<file path="src/sv/vdrw_pkg.sv">
`default_nettype none
package vdrw_pkg;

	// default sizes of the node store
	localparam int DEF_NODE_CAPACITY = 65536;
	localparam int DEF_MATERIALS     = 256;
	localparam int DEF_LEVELS        = 32;

	localparam int NODE_W  = 16;
	localparam int COUNT_W = 17;
	localparam int COORD_W = 32;
	localparam int MAT_W   = 8;

	localparam logic [COORD_W-1:0] COORD_OFFSET = 32'h8000_0000;

	localparam logic [2:0] ACT_READ   = 3'd0;
	localparam logic [2:0] ACT_SET    = 3'd1;
	localparam logic [2:0] ACT_FILL   = 3'd2;
	localparam logic [2:0] ACT_CKPT   = 3'd3;
	localparam logic [2:0] ACT_SELECT = 3'd4;

	typedef logic [7:0][NODE_W-1:0] row_t;

	typedef struct packed {
		logic [2:0]                action;
		logic signed [COORD_W-1:0] coord_x;
		logic signed [COORD_W-1:0] coord_y;
		logic signed [COORD_W-1:0] coord_z;
		logic [MAT_W-1:0]          material;
		logic [NODE_W-1:0]         root_select;
	} in_word_t;

	typedef struct packed {
		logic [MAT_W-1:0]  material_out;
		logic [NODE_W-1:0] root_out;
		logic              status;
	} out_word_t;

	// controller to datapath
	typedef struct packed {
		logic in_ready;
		logic load;
		logic simple;
		logic walk_mem;
		logic walk_step;
		logic use_mem;
		logic rec_path;
		logic read_done;
		logic up_start;
		logic up_rd;
		logic up_wr;
		logic ckpt_rd;
		logic ckpt_wr;
		logic ckpt_full;
		logic out_load;
	} cmd_t;

	// datapath to controller
	typedef struct packed {
		logic       in_valid;
		logic [2:0] act;
		logic       mat_ok;
		logic       n_mat;
		logic       n_nomem;
		logic       lvl_end;
		logic       lvl_zero;
		logic       ch_eq_nomem;
		logic       ch_eq_mem;
		logic       shared;
		logic       full;
		logic       out_free;
	} sts_t;

endpackage
`default_nettype wire

</file>
<file path="src/sv/vdrw_ctrl.sv">
`default_nettype none
module vdrw_ctrl (
	input  logic           clk,
	input  logic           arst_n,
	input  vdrw_pkg::sts_t sts,
	output vdrw_pkg::cmd_t cmd
);
	import vdrw_pkg::*;

	typedef enum logic [8:0] {
		ST_IDLE  = 9'b000000001,
		ST_DISP  = 9'b000000010,
		ST_WALK  = 9'b000000100,
		ST_WDAT  = 9'b000001000,
		ST_UP_RD = 9'b000010000,
		ST_UP_WR = 9'b000100000,
		ST_CK_RD = 9'b001000000,
		ST_CK_WR = 9'b010000000,
		ST_FIN   = 9'b100000000
	} state_t;

	state_t state_q, state_d;
	logic   is_read;

	assign is_read = (sts.act == ACT_READ);

	always_comb begin
		state_d = state_q;
		cmd     = '0;
		case (state_q)
			ST_IDLE: begin
				cmd.in_ready = 1'b1;
				if (sts.in_valid) begin
					cmd.load = 1'b1;
					state_d  = ST_DISP;
				end
			end
			ST_DISP: begin
				case (sts.act)
					ACT_READ: state_d = ST_WALK;
					ACT_SET:  state_d = sts.mat_ok ? ST_WALK : ST_FIN;
					ACT_CKPT: begin
						if (sts.full) begin
							cmd.ckpt_full = 1'b1;
							state_d       = ST_FIN;
						end else begin
							state_d = ST_CK_RD;
						end
					end
					default: begin
						cmd.simple = 1'b1;
						state_d    = ST_FIN;
					end
				endcase
			end
			ST_WALK: begin
				if (is_read) begin
					if (sts.n_mat || sts.lvl_end) begin
						cmd.read_done = 1'b1;
						state_d       = ST_FIN;
					end else if (sts.n_nomem) begin
						cmd.walk_step = 1'b1;
					end else begin
						cmd.walk_mem = 1'b1;
						state_d      = ST_WDAT;
					end
				end else if (sts.lvl_end) begin
					cmd.up_start = 1'b1;
					state_d      = ST_UP_RD;
				end else begin
					cmd.rec_path = 1'b1;
					if (sts.n_nomem) begin
						if (sts.ch_eq_nomem) state_d = ST_FIN;
						else cmd.walk_step = 1'b1;
					end else begin
						cmd.walk_mem = 1'b1;
						state_d      = ST_WDAT;
					end
				end
			end
			ST_WDAT: begin
				if (!is_read && sts.ch_eq_mem) begin
					state_d = ST_FIN;
				end else begin
					cmd.walk_step = 1'b1;
					cmd.use_mem   = 1'b1;
					state_d       = ST_WALK;
				end
			end
			ST_UP_RD: begin
				cmd.up_rd = 1'b1;
				state_d   = ST_UP_WR;
			end
			ST_UP_WR: begin
				cmd.up_wr = 1'b1;
				if ((sts.shared && sts.full) || sts.lvl_zero || !sts.shared) state_d = ST_FIN;
				else state_d = ST_UP_RD;
			end
			ST_CK_RD: begin
				cmd.ckpt_rd = 1'b1;
				state_d     = ST_CK_WR;
			end
			ST_CK_WR: begin
				cmd.ckpt_wr = 1'b1;
				state_d     = ST_FIN;
			end
			ST_FIN: begin
				if (sts.out_free) begin
					cmd.out_load = 1'b1;
					state_d      = ST_IDLE;
				end
			end
			default: state_d = ST_IDLE;
		endcase
	end

	always_ff @(posedge clk or negedge arst_n) begin
		if (!arst_n) state_q <= ST_IDLE;
		else state_q <= state_d;
	end

endmodule
`default_nettype wire

</file>
<file path="config.mk">
export PLATFORM = sky130hd
export DESIGN_NAME = vdrw_ctrl
export DESIGN_NICKNAME = d
export VERILOG_FILES = /design/src/sv/vdrw_pkg.sv /design/src/sv/vdrw_ctrl.sv
export SDC_FILE = /design/constraint.sdc
export NUM_CORES = 1
export LEC_CHECK = 0
export BUFFER_PORTS_ARGS = -buffer_cell sky130_fd_sc_hd__buf_2
export CAP_MARGIN = 20
export CORE_MARGIN = 8
export CORE_UTILIZATION = 43
export DETAILED_ROUTE_END_ITERATION = 12
export PLACE_DENSITY = 0.84
export REMOVE_ABC_BUFFERS = 1
export SLEW_MARGIN = 20
export SYNTH_ARGS = -nofsm -noshare
export SYNTH_HDL_FRONTEND = slang
export SYNTH_SLANG_ARGS = --single-unit
</file>
<file path="constraint.sdc">
create_clock -name clk -period 1.75 [get_ports clk]
set_input_delay 0.175 -clock clk [delete_from_list [all_inputs] [get_ports clk]]
set_output_delay 0.175 -clock clk [all_outputs]
set_load 0.005 [all_outputs]
</file>
Yosys cells after proc, flatten, opt, wreduce, memory -nomap -nowiden
Cells that the tools add are included.

cells by class
  add/sub/neg operators = 0
  multipliers = 0
  divide/modulo/power cells = 0
  magnitude comparators = 0
  equal/unequal tests = 15
  shift operators = 0
  mux-type cells = 45
  bitwise gates (word level) = 0
  reductions and logical operators = 10

operators with widths
  cell                                                  number
  2-to-1 mux 9 bit                                      12
  case mux 9 bit (9 select lines)                       1
  case mux 9 bit (3 select lines)                       1
  2-to-1 mux 1 bit                                      24
  2-to-1 mux 2 bit                                      5
  equality test 9 x 1 -> 1 bit (second input constant)  1
  equality test 9 x 2 -> 1 bit (second input constant)  1
  equality test 9 x 3 -> 1 bit (second input constant)  1
  equality test 9 x 4 -> 1 bit (second input constant)  1
  equality test 9 x 5 -> 1 bit (second input constant)  1
  equality test 9 x 6 -> 1 bit (second input constant)  1
  equality test 9 x 7 -> 1 bit (second input constant)  1
  equality test 9 x 8 -> 1 bit (second input constant)  1
  equality test 9 bit (second input constant)           1
  inequality test 5 bit (second input constant)         1
  inequality test 2 bit (second input constant)         2
  inequality test 4 bit (second input constant)         1
  AND reduction 4 bit                                   1
  equality test 3 x 1 -> 1 bit (second input constant)  1
  equality test 3 x 2 -> 1 bit (second input constant)  1
  zero test 3 bit                                       1
  logical OR 1 bit                                      3
  2-to-1 mux 3 bit                                      1
  OR reduction 3 bit                                    1
  3 further kinds                                       5

word-level totals
  bits in registers = 9
  latch bits = 0
  bits in writable memories = 0
  memory bits (read-only) = 0
  input port bits = 16
  output and inout port bits = 15
  logic and storage cells = 71
  memories kept = 0

Longest topological paths before layout
Gate-level depths: netlist of run 1.

  word-level depth = 5
  depth in mapped cells = 6
  mapped depth without buffers = 5

Least setup slack after synthesis of run 1
Ideal clock, no wire load.

  kind = flip-flop to output port
  start point = reg state_q[0]
  end point = out cmd[10] in the netlist's numbering
  arrival time = 1578 ps
  required time = 1575 ps
  setup slack = -3 ps
  stages on the path, launching flop included = 7
  buffers on the path = 1
  path through = dfstp_2 > buf_6 > nor4_4 > nand4b_2 > a2111oi_4 > nor2_2 > inv_1

RTL lines
  element                 line              text
  start, declared         vdrw_ctrl.sv:22   state_t state_q, state_d;
  start signal, assigned  vdrw_ctrl.sv:119  else state_q <= state_d;
  end, declared           vdrw_ctrl.sv:6    output vdrw_pkg::cmd_t cmd

==> results of run 1 <==
[cells by family after synthesis]
family / Yosys count / synth area share, %
simple gates: 49 / 41.1
xor+xnor: 1 / 1.07
compound gates: 22 / 25.1
flops: 9 / 27.7
buf+inv: 9 / 5.05
[cell type report]
type | instances | area [µm²] | area share (%)
clock buffers | 4 | 26.3 | 1.88
repair buffers | 56 | 374 | 26.8
inverters | 8 | 30.0 | 2.15
multi-input cells | 72 | 702 | 50.3
flip-flops and latches | 9 | 231 | 16.6
well taps | 25 | 31.3 | 2.24
[power by group]
| group | switching [W] | internal (W) |
|---|---|---|
| Combinational | 0.000371 | 0.000332 |
| Sequential | 0.0000441 | 0.000247 |
| Clock | 0.0000820 | 0.0000882 |
| Total | 0.000497 | 0.000667 |
[what timing repair did]
action / in CTS / in global routing
hold buffers: 1 / 0
setup buffers: 8 / 5
hold endpoints to repair: 9 / 0
endpoints found under the setup margin: 13 / 19
pin swaps: 14 / 6
gates resized for setup: 31 / 11
[metrics by stage]
| step | setup TNS (ps) | instances |
|---|---|---|
| after floorplan | 0 | 89 |
| after global placement | -10.7 | 158 |
| after detailed placement | -66.2 | 158 |
| after CTS | -1590 | 171 |
| after global routing | -3300 | 174 |
| final | -2120 | 174 |
[worst min path at each step]
stage	end	slack (ps)
global route	state_q[6]	120
CTS	state_q[6]	90
detailed placement	state_q[7]	40
finish	state_q[6]	110
global placement	state_q[6]	40
floorplan	state_q[1]	-120
[metal layers]
metal	track usage [%]	vias to the layer above
li1	-	463
met1	19.3	481
met2	31.0	61
met3	3.25	13
met4	9.52	0
met5	0	-
[placed cells by master (no fill, tap or decap), types with 2 or more instances in the layout]
master     count
buf_6          7
nor2_2         3
a21oi_1        2
inv_1          6
dfrtp_2        4
nand2b_1       2
dfrtp_1        4
nor3b_4        2
nor3b_1        3
and2_1         2
nor2b_1        3
buf_2         30
nand2_1        2
a2111oi_4      4
o21ai_0        5
clkbuf_4       3
nor3_2         2
nor4_4         3
nand2_4        2
inv_2          2
nor2_1         9
buf_4         18
[cell usage after synthesis (2+ instances only)]
master | n | share of area [%]
nand3_1 | 2 | 1.2
o21ai_0 | 6 | 3.7
nor4_1 | 3 | 2.3
nor3b_1 | 5 | 4.6
a2111oi_0 | 3 | 3.2
dfrtp_1 | 8 | 24
nand2b_1 | 2 | 1.5
and2_1 | 3 | 2.3
nor2_1 | 11 | 5.0
inv_1 | 8 | 3.7
nand2_1 | 3 | 1.4
a2111oi_4 | 2 | 6.7
nor3_2 | 2 | 2.4
nor2b_1 | 3 | 2.3
a21oi_1 | 2 | 1.2
nor2_2 | 2 | 1.5
[worst register-to-register path: stages, from the launching register on]
cell and delay [ps]:
dfrtp_2 440, buf_6 140, inv_1 60, o311ai_0 110, a2111oi_0 710, a2111oi_1 150
a211oi_2 200
==> flow_summary_export.csv, run 1 <==
group,metric,value,unit
placed_design,routabilityCongestion,0.828,
die,core-area,1760,µm²
power_and_ir_drop,power,0.00116,W
drt,dr.max_layer_used,"met4",
critical_path,worstReg2RegStart,"state_q[7]",
die,rows,15,
critical_path,regToRegSetupSlack,-140,ps
timing,clock.fmax,0.496,GHz
timing,finalSetupViolations,13,
status,violations,"setup timing",
power_and_ir_drop,irDropWorstVdd,0.760,mV
finish,final_area,1400,µm²
global_route,grt_start_max_net_pins,10,
power_and_ir_drop,pwr_density_cell,834,nW/µm²
synthesis,ys_warn_count,0,
critical_path,end_kind,"output port",
critical_path,crit_start,"state_q[7]",
finish,syn_to_final_growth,70.5,%
drt,postRouteAntennaNets,0,
die,io_pins,31,
drt,avgRoutedWirePerCell,19.3,µm
clock_tree,clock_path_buffers,2,
drt,drc,0,
drt,drt-met1-wl,1230,µm
critical_path,cp_num_cells,5,
clock_tree,cts.sinks,9,
finish,nFillCells,121,
synthesis,synthCells,90,
placed_design,dp.final_hpwl,2140,µm
die,die_area,3560,µm²
timing,period_minus_slack,2020,ps
critical_path,critPathTopFamily,"simple AND/OR/NAND/NOR gates",
critical_path,criticalPathCategory,"flip-flop to output port",
critical_path,startpoint_type,"flip-flop",
critical_path,reg2reg_depth,6,
synthesis,synth.avg_cell_area,9.09,µm²
global_route,grt-ovfl-total,0,
finish,reg_top3,"state_q: 9 flops",
finish,final_util,79.1,%
synthesis,ys_seq_area_share,27.7,%
timing,worst_pin_slew,724,ps
die,initial_utilization,46.4,%
placed_design,post-place-ws,-59.4,ps
timing,finalCritPeriodShare,115,%
hold_path,min_path_cells,2,
critical_path,crit_chain,"nor4b_2 > nand3_1 > nor4b_4 > and2_4 > buf_2",
critical_path,critical_path.max_fanout,3,
hold_path,min_path_type,"primary input to flip-flop",
drt,drtIter0Drc,33,
global_route,grt_pass1_wl,4770,µm
timing,fin_ws,-266,ps
status,status,"complete, but fails checks",
finish,regMostFlops,"state_q",
finish,n_antenna_cell,0,
timing,maxSlewHeadroom,50.5,%
finish,largest_reg_flops,9,
critical_path,slowest_delay,440,ps
clock_tree,cts_tree,"done",
hold_path,holdCritStartpoint,"sts[1]",
drt,routed_wl,3360,µm
die,die_h,59.6,µm
timing,rsz0062_at_grt,"yes",
drt,wl_met3,265,µm
drt,wl_met2,1760,µm
die,die_width,59.6,µm
global_route,grt_pass1_vias,968,
timing,hold_violations,0,
flow_run,cap_violations,0,
timing,drv_slew,0,
timing,hold_ws,110,ps
synthesis,synth-edff-count,0,
synthesis,synth_ff_type,"dfrtp_1",
finish,drive_gt1_share,61.7,%
drt,first_pass_iters,4,
critical_path,slowest_stage,"dfrtp_2",
clock_tree,cts.reportedPaths.clkPinSlew,60,ps
timing,skew,8.96,ps
critical_path,path_buf_inv,1,
drt,num_vias,1018,
global_route,track_usage,17.6,%
clock_tree,cts-root-buf,"clkbuf_4",
drt,viasPerCell,5.85,
finish,nets,166,
critical_path,critPathRequiredTime,1570,ps
clock_tree,clk_latency,270,ps
critical_path,r2r_end,"state_q[8]",
synthesis,synth_area,818,µm²
placed_design,port_buffers,30,
placed_design,postPlaceCellArea,1090,µm²
power_and_ir_drop,p_leak,0.607,nW
critical_path,setup.worst_path.end,"cmd[1]",
global_route,antenna_found_initial,0,
clock_tree,cts_buffers,3,
synthesis,synth_cell_types,41,
synthesis,synth_seq_cells,9,
synthesis,synthArstFlopShare,100,%
clock_tree,htreeDepth,1,
critical_path,cp.arrival,1840,ps
(Power assumes the default switching activity.)
==> inputs of run 2 (changes only) <==
Settings changed: CORE_UTILIZATION 43 to 45.
Clock period 1.75 ns to 1.9 ns, I/O delays scaled along.
==> run 2 against run 1 <==
Net effect:
- the run still ends with setup timing left
- combinational power is 16% lower
- critical path depth is 1 higher
- worst hold slack better by 3.1 ps
- global-route usage is 0.58 points lower
- worst setup slack better by 68 ps
- total power is 13% lower
- first-iteration DRC count is 21% lower
- die area is 3.3% lower
- via count is 3.9% lower
- clock skew is 8.4 ps lower
- final cell count stayed put
- sequential share of layout area is 0.71 points higher
- critical path type unchanged
- critical endpoint is now cmd[10]
==> flow_summary_export.csv, run 2 (synthesis gave the netlist of run 1 again) <==
group,metric,value,unit
status,status,"complete, but fails checks",
status,violations,"setup timing",
global_route,grt_use_met3,3.26,%
die,die_area,3440,µm²
finish,final_common_cell,"buf_2",
drt,drc,0,
timing,fin_ws,-198,ps
flow_run,cap_violations,0,
finish,reg_top3,"state_q: 9 flops",
drt,first_pass_iters,4,
clock_tree,cts_tree,"done",
clock_tree,cts-root-buf,"clkbuf_4",
power_and_ir_drop,p_int,0.000610,W
critical_path,crit_chain,"nor4_4 > nand4b_4 > a2111oi_4 > nor2_2 > inv_1 > buf_2",
power_and_ir_drop,netSwitchingFraction,39.8,%
clock_tree,htreeDepth,1,
power_and_ir_drop,power_frac_clock,14.3,%
critical_path,end_kind,"output port",
power_and_ir_drop,pwr-share-seq,27.3,%
global_route,grt_util_met2,32.6,%
finish,mostFrequentLayoutCells,"buf_2 (30), buf_4 (22), nor2_1 (10), inv_1 (6), dfrtp_2 (6)",
finish,final_area,1350,µm²
global_route,track_usage,17.0,%
drt,postRouteAntennaNets,0,
timing,finalSetupViolations,9,
power_and_ir_drop,p_leak,0.641,nW
die,core-area,1730,µm²
clock_tree,cts.reportedPaths.clkPinSlew,60,ps
clock_tree,cts.sinks,9,
finish,nFillCells,122,
global_route,top_usage_layer,"met2",
finish,largest_reg_flops,9,
critical_path,cp.arrival,1910,ps
finish,n_antenna_cell,0,
timing,maxSlewHeadroom,61.1,%
global_route,grt-ovfl-total,0,
timing,period_minus_slack,2100,ps
hold_path,min_path_type,"primary input to flip-flop",
die,initial_utilization,47.4,%
drt,avgRoutedWirePerCell,17.2,µm
timing,finalCritPeriodShare,110,%
placed_design,dp.final_hpwl,1860,µm
global_route,grt_start_max_net_pins,10,
global_route,met1_usage,15.7,%
clock_tree,cts_buffers,3,
timing,skew,0.549,ps
timing,drv_slew,0,
placed_design,routabilityCongestion,0.801,
critical_path,criticalPathCategory,"flip-flop to output port",
finish,drive_gt1_share,63.1,%
timing,worst_pin_slew,576,ps
critical_path,startpoint_type,"flip-flop",
power_and_ir_drop,switching_power,0.000404,W
critical_path,slowest_stage,"dfrtp_2",
placed_design,port_buffers,30,
global_route,grt_pass1_wl,4630,µm
placed_design,postPlaceCellArea,1040,µm²
die,die_h,58.6,µm
timing,rsz0062_at_grt,"yes",
drt,routed_wl,2990,µm
finish,nets,166,
placed_design,placed_cells_incl_taps,151,
power_and_ir_drop,irDropWorstVdd,0.658,mV
global_route,grt_pass1_vias,1075,
critical_path,slowest_delay,440,ps
critical_path,path_buf_inv,2,
finish,syn_to_final_growth,65.3,%
finish,stdcell_count,174,
drt,num_vias,978,
die,io_pins,31,
finish,regMostFlops,"state_q",
timing,hold_violations,0,
power_and_ir_drop,pwr_density_cell,750,nW/µm²
clock_tree,clock_path_buffers,2,
timing,clock.fmax,0.477,GHz
global_route,antenna_found_initial,0,
critical_path,critical_path.max_fanout,3,
die,rows,15,
die,die_width,58.6,µm
clock_tree,clk_latency,250,ps
placed_design,post-place-ws,30.0,ps
drt,drtIter0Drc,26,
critical_path,critPathRequiredTime,1710,ps
drt,viasPerCell,5.62,
power_and_ir_drop,combPwrFrac,58.4,%
critical_path,critPathTopFamily,"simple AND/OR/NAND/NOR gates",
[run 2: per-stage QoR]
step	hold WS, ps	total power, W	util (%)	setup TNS [ps]
after floorplan	-106	0.000505	-	0
after global placement	51.0	0.000638	60.3	0
after detailed placement	49.6	0.000654	60.3	0
after CTS	116	0.000935	72.3	-301
after global routing	134	0.00107	78.3	-1740
final	113	0.00101	78.3	-951
[run 2: layout make-up]
class	instances	area [µm²]	share of cell area (%)
multi-input cells	72	672	49.7
repair buffers	56	359	26.5
well taps	25	31.3	2.31
inverters	8	30.0	2.22
clock buffers	4	26.3	1.94
flip-flops and latches	9	234	17.3
[run 2: per-layer routing]
metal / part of all wire [%] / routed length (µm) / vias up
li1: - / - / 462
met1: 38 / 1130 / 469
met2: 54 / 1610 / 37
met3: 5.2 / 156 / 10
met4: 3.2 / 95 / 0
met5: 0 / 0 / -
[run 2: power groups by stage]
stage / logic, W / registers [W] / clock network [W]
6_report: 0.000592 / 0.000276 / 0.000145
5_1_grt: 0.000639 / 0.000278 / 0.000156
4_1_cts: 0.000507 / 0.000283 / 0.000145
3_5_place_dp: 0.000378 / 0.000276 / 0
3_3_place_gp: 0.000366 / 0.000272 / 0
2_1_floorplan: 0.000233 / 0.000273 / 0
[run 2: repair_timing]
action | 4_1_cts | 5_1_grt
cloned | 0 | 0
hold buffers | 1 | 0
hold endpoints to repair | 8 | 0
setup buffers | 10 | 11
resized for setup | 20 | 16
pin swaps | 10 | 10
endpoints found under the setup margin | 6 | 15
[run 2: path summary, 6_finish.rpt]
kind | from | end | slack [ps] | cells after the start
hold reg to reg | state_q[5] | state_q[5] | 540 | 1
max in group asynchronous | arst_n | state_q[0] | 1300 | 2
min in group asynchronous | arst_n | state_q[1] | 350 | 2
setup / recovery | state_q[1] | cmd[10] | -200 | 6
setup reg to reg | state_q[1] | state_q[3] | -40 | 6
hold / removal | sts[13] | state_q[0] | 110 | 2
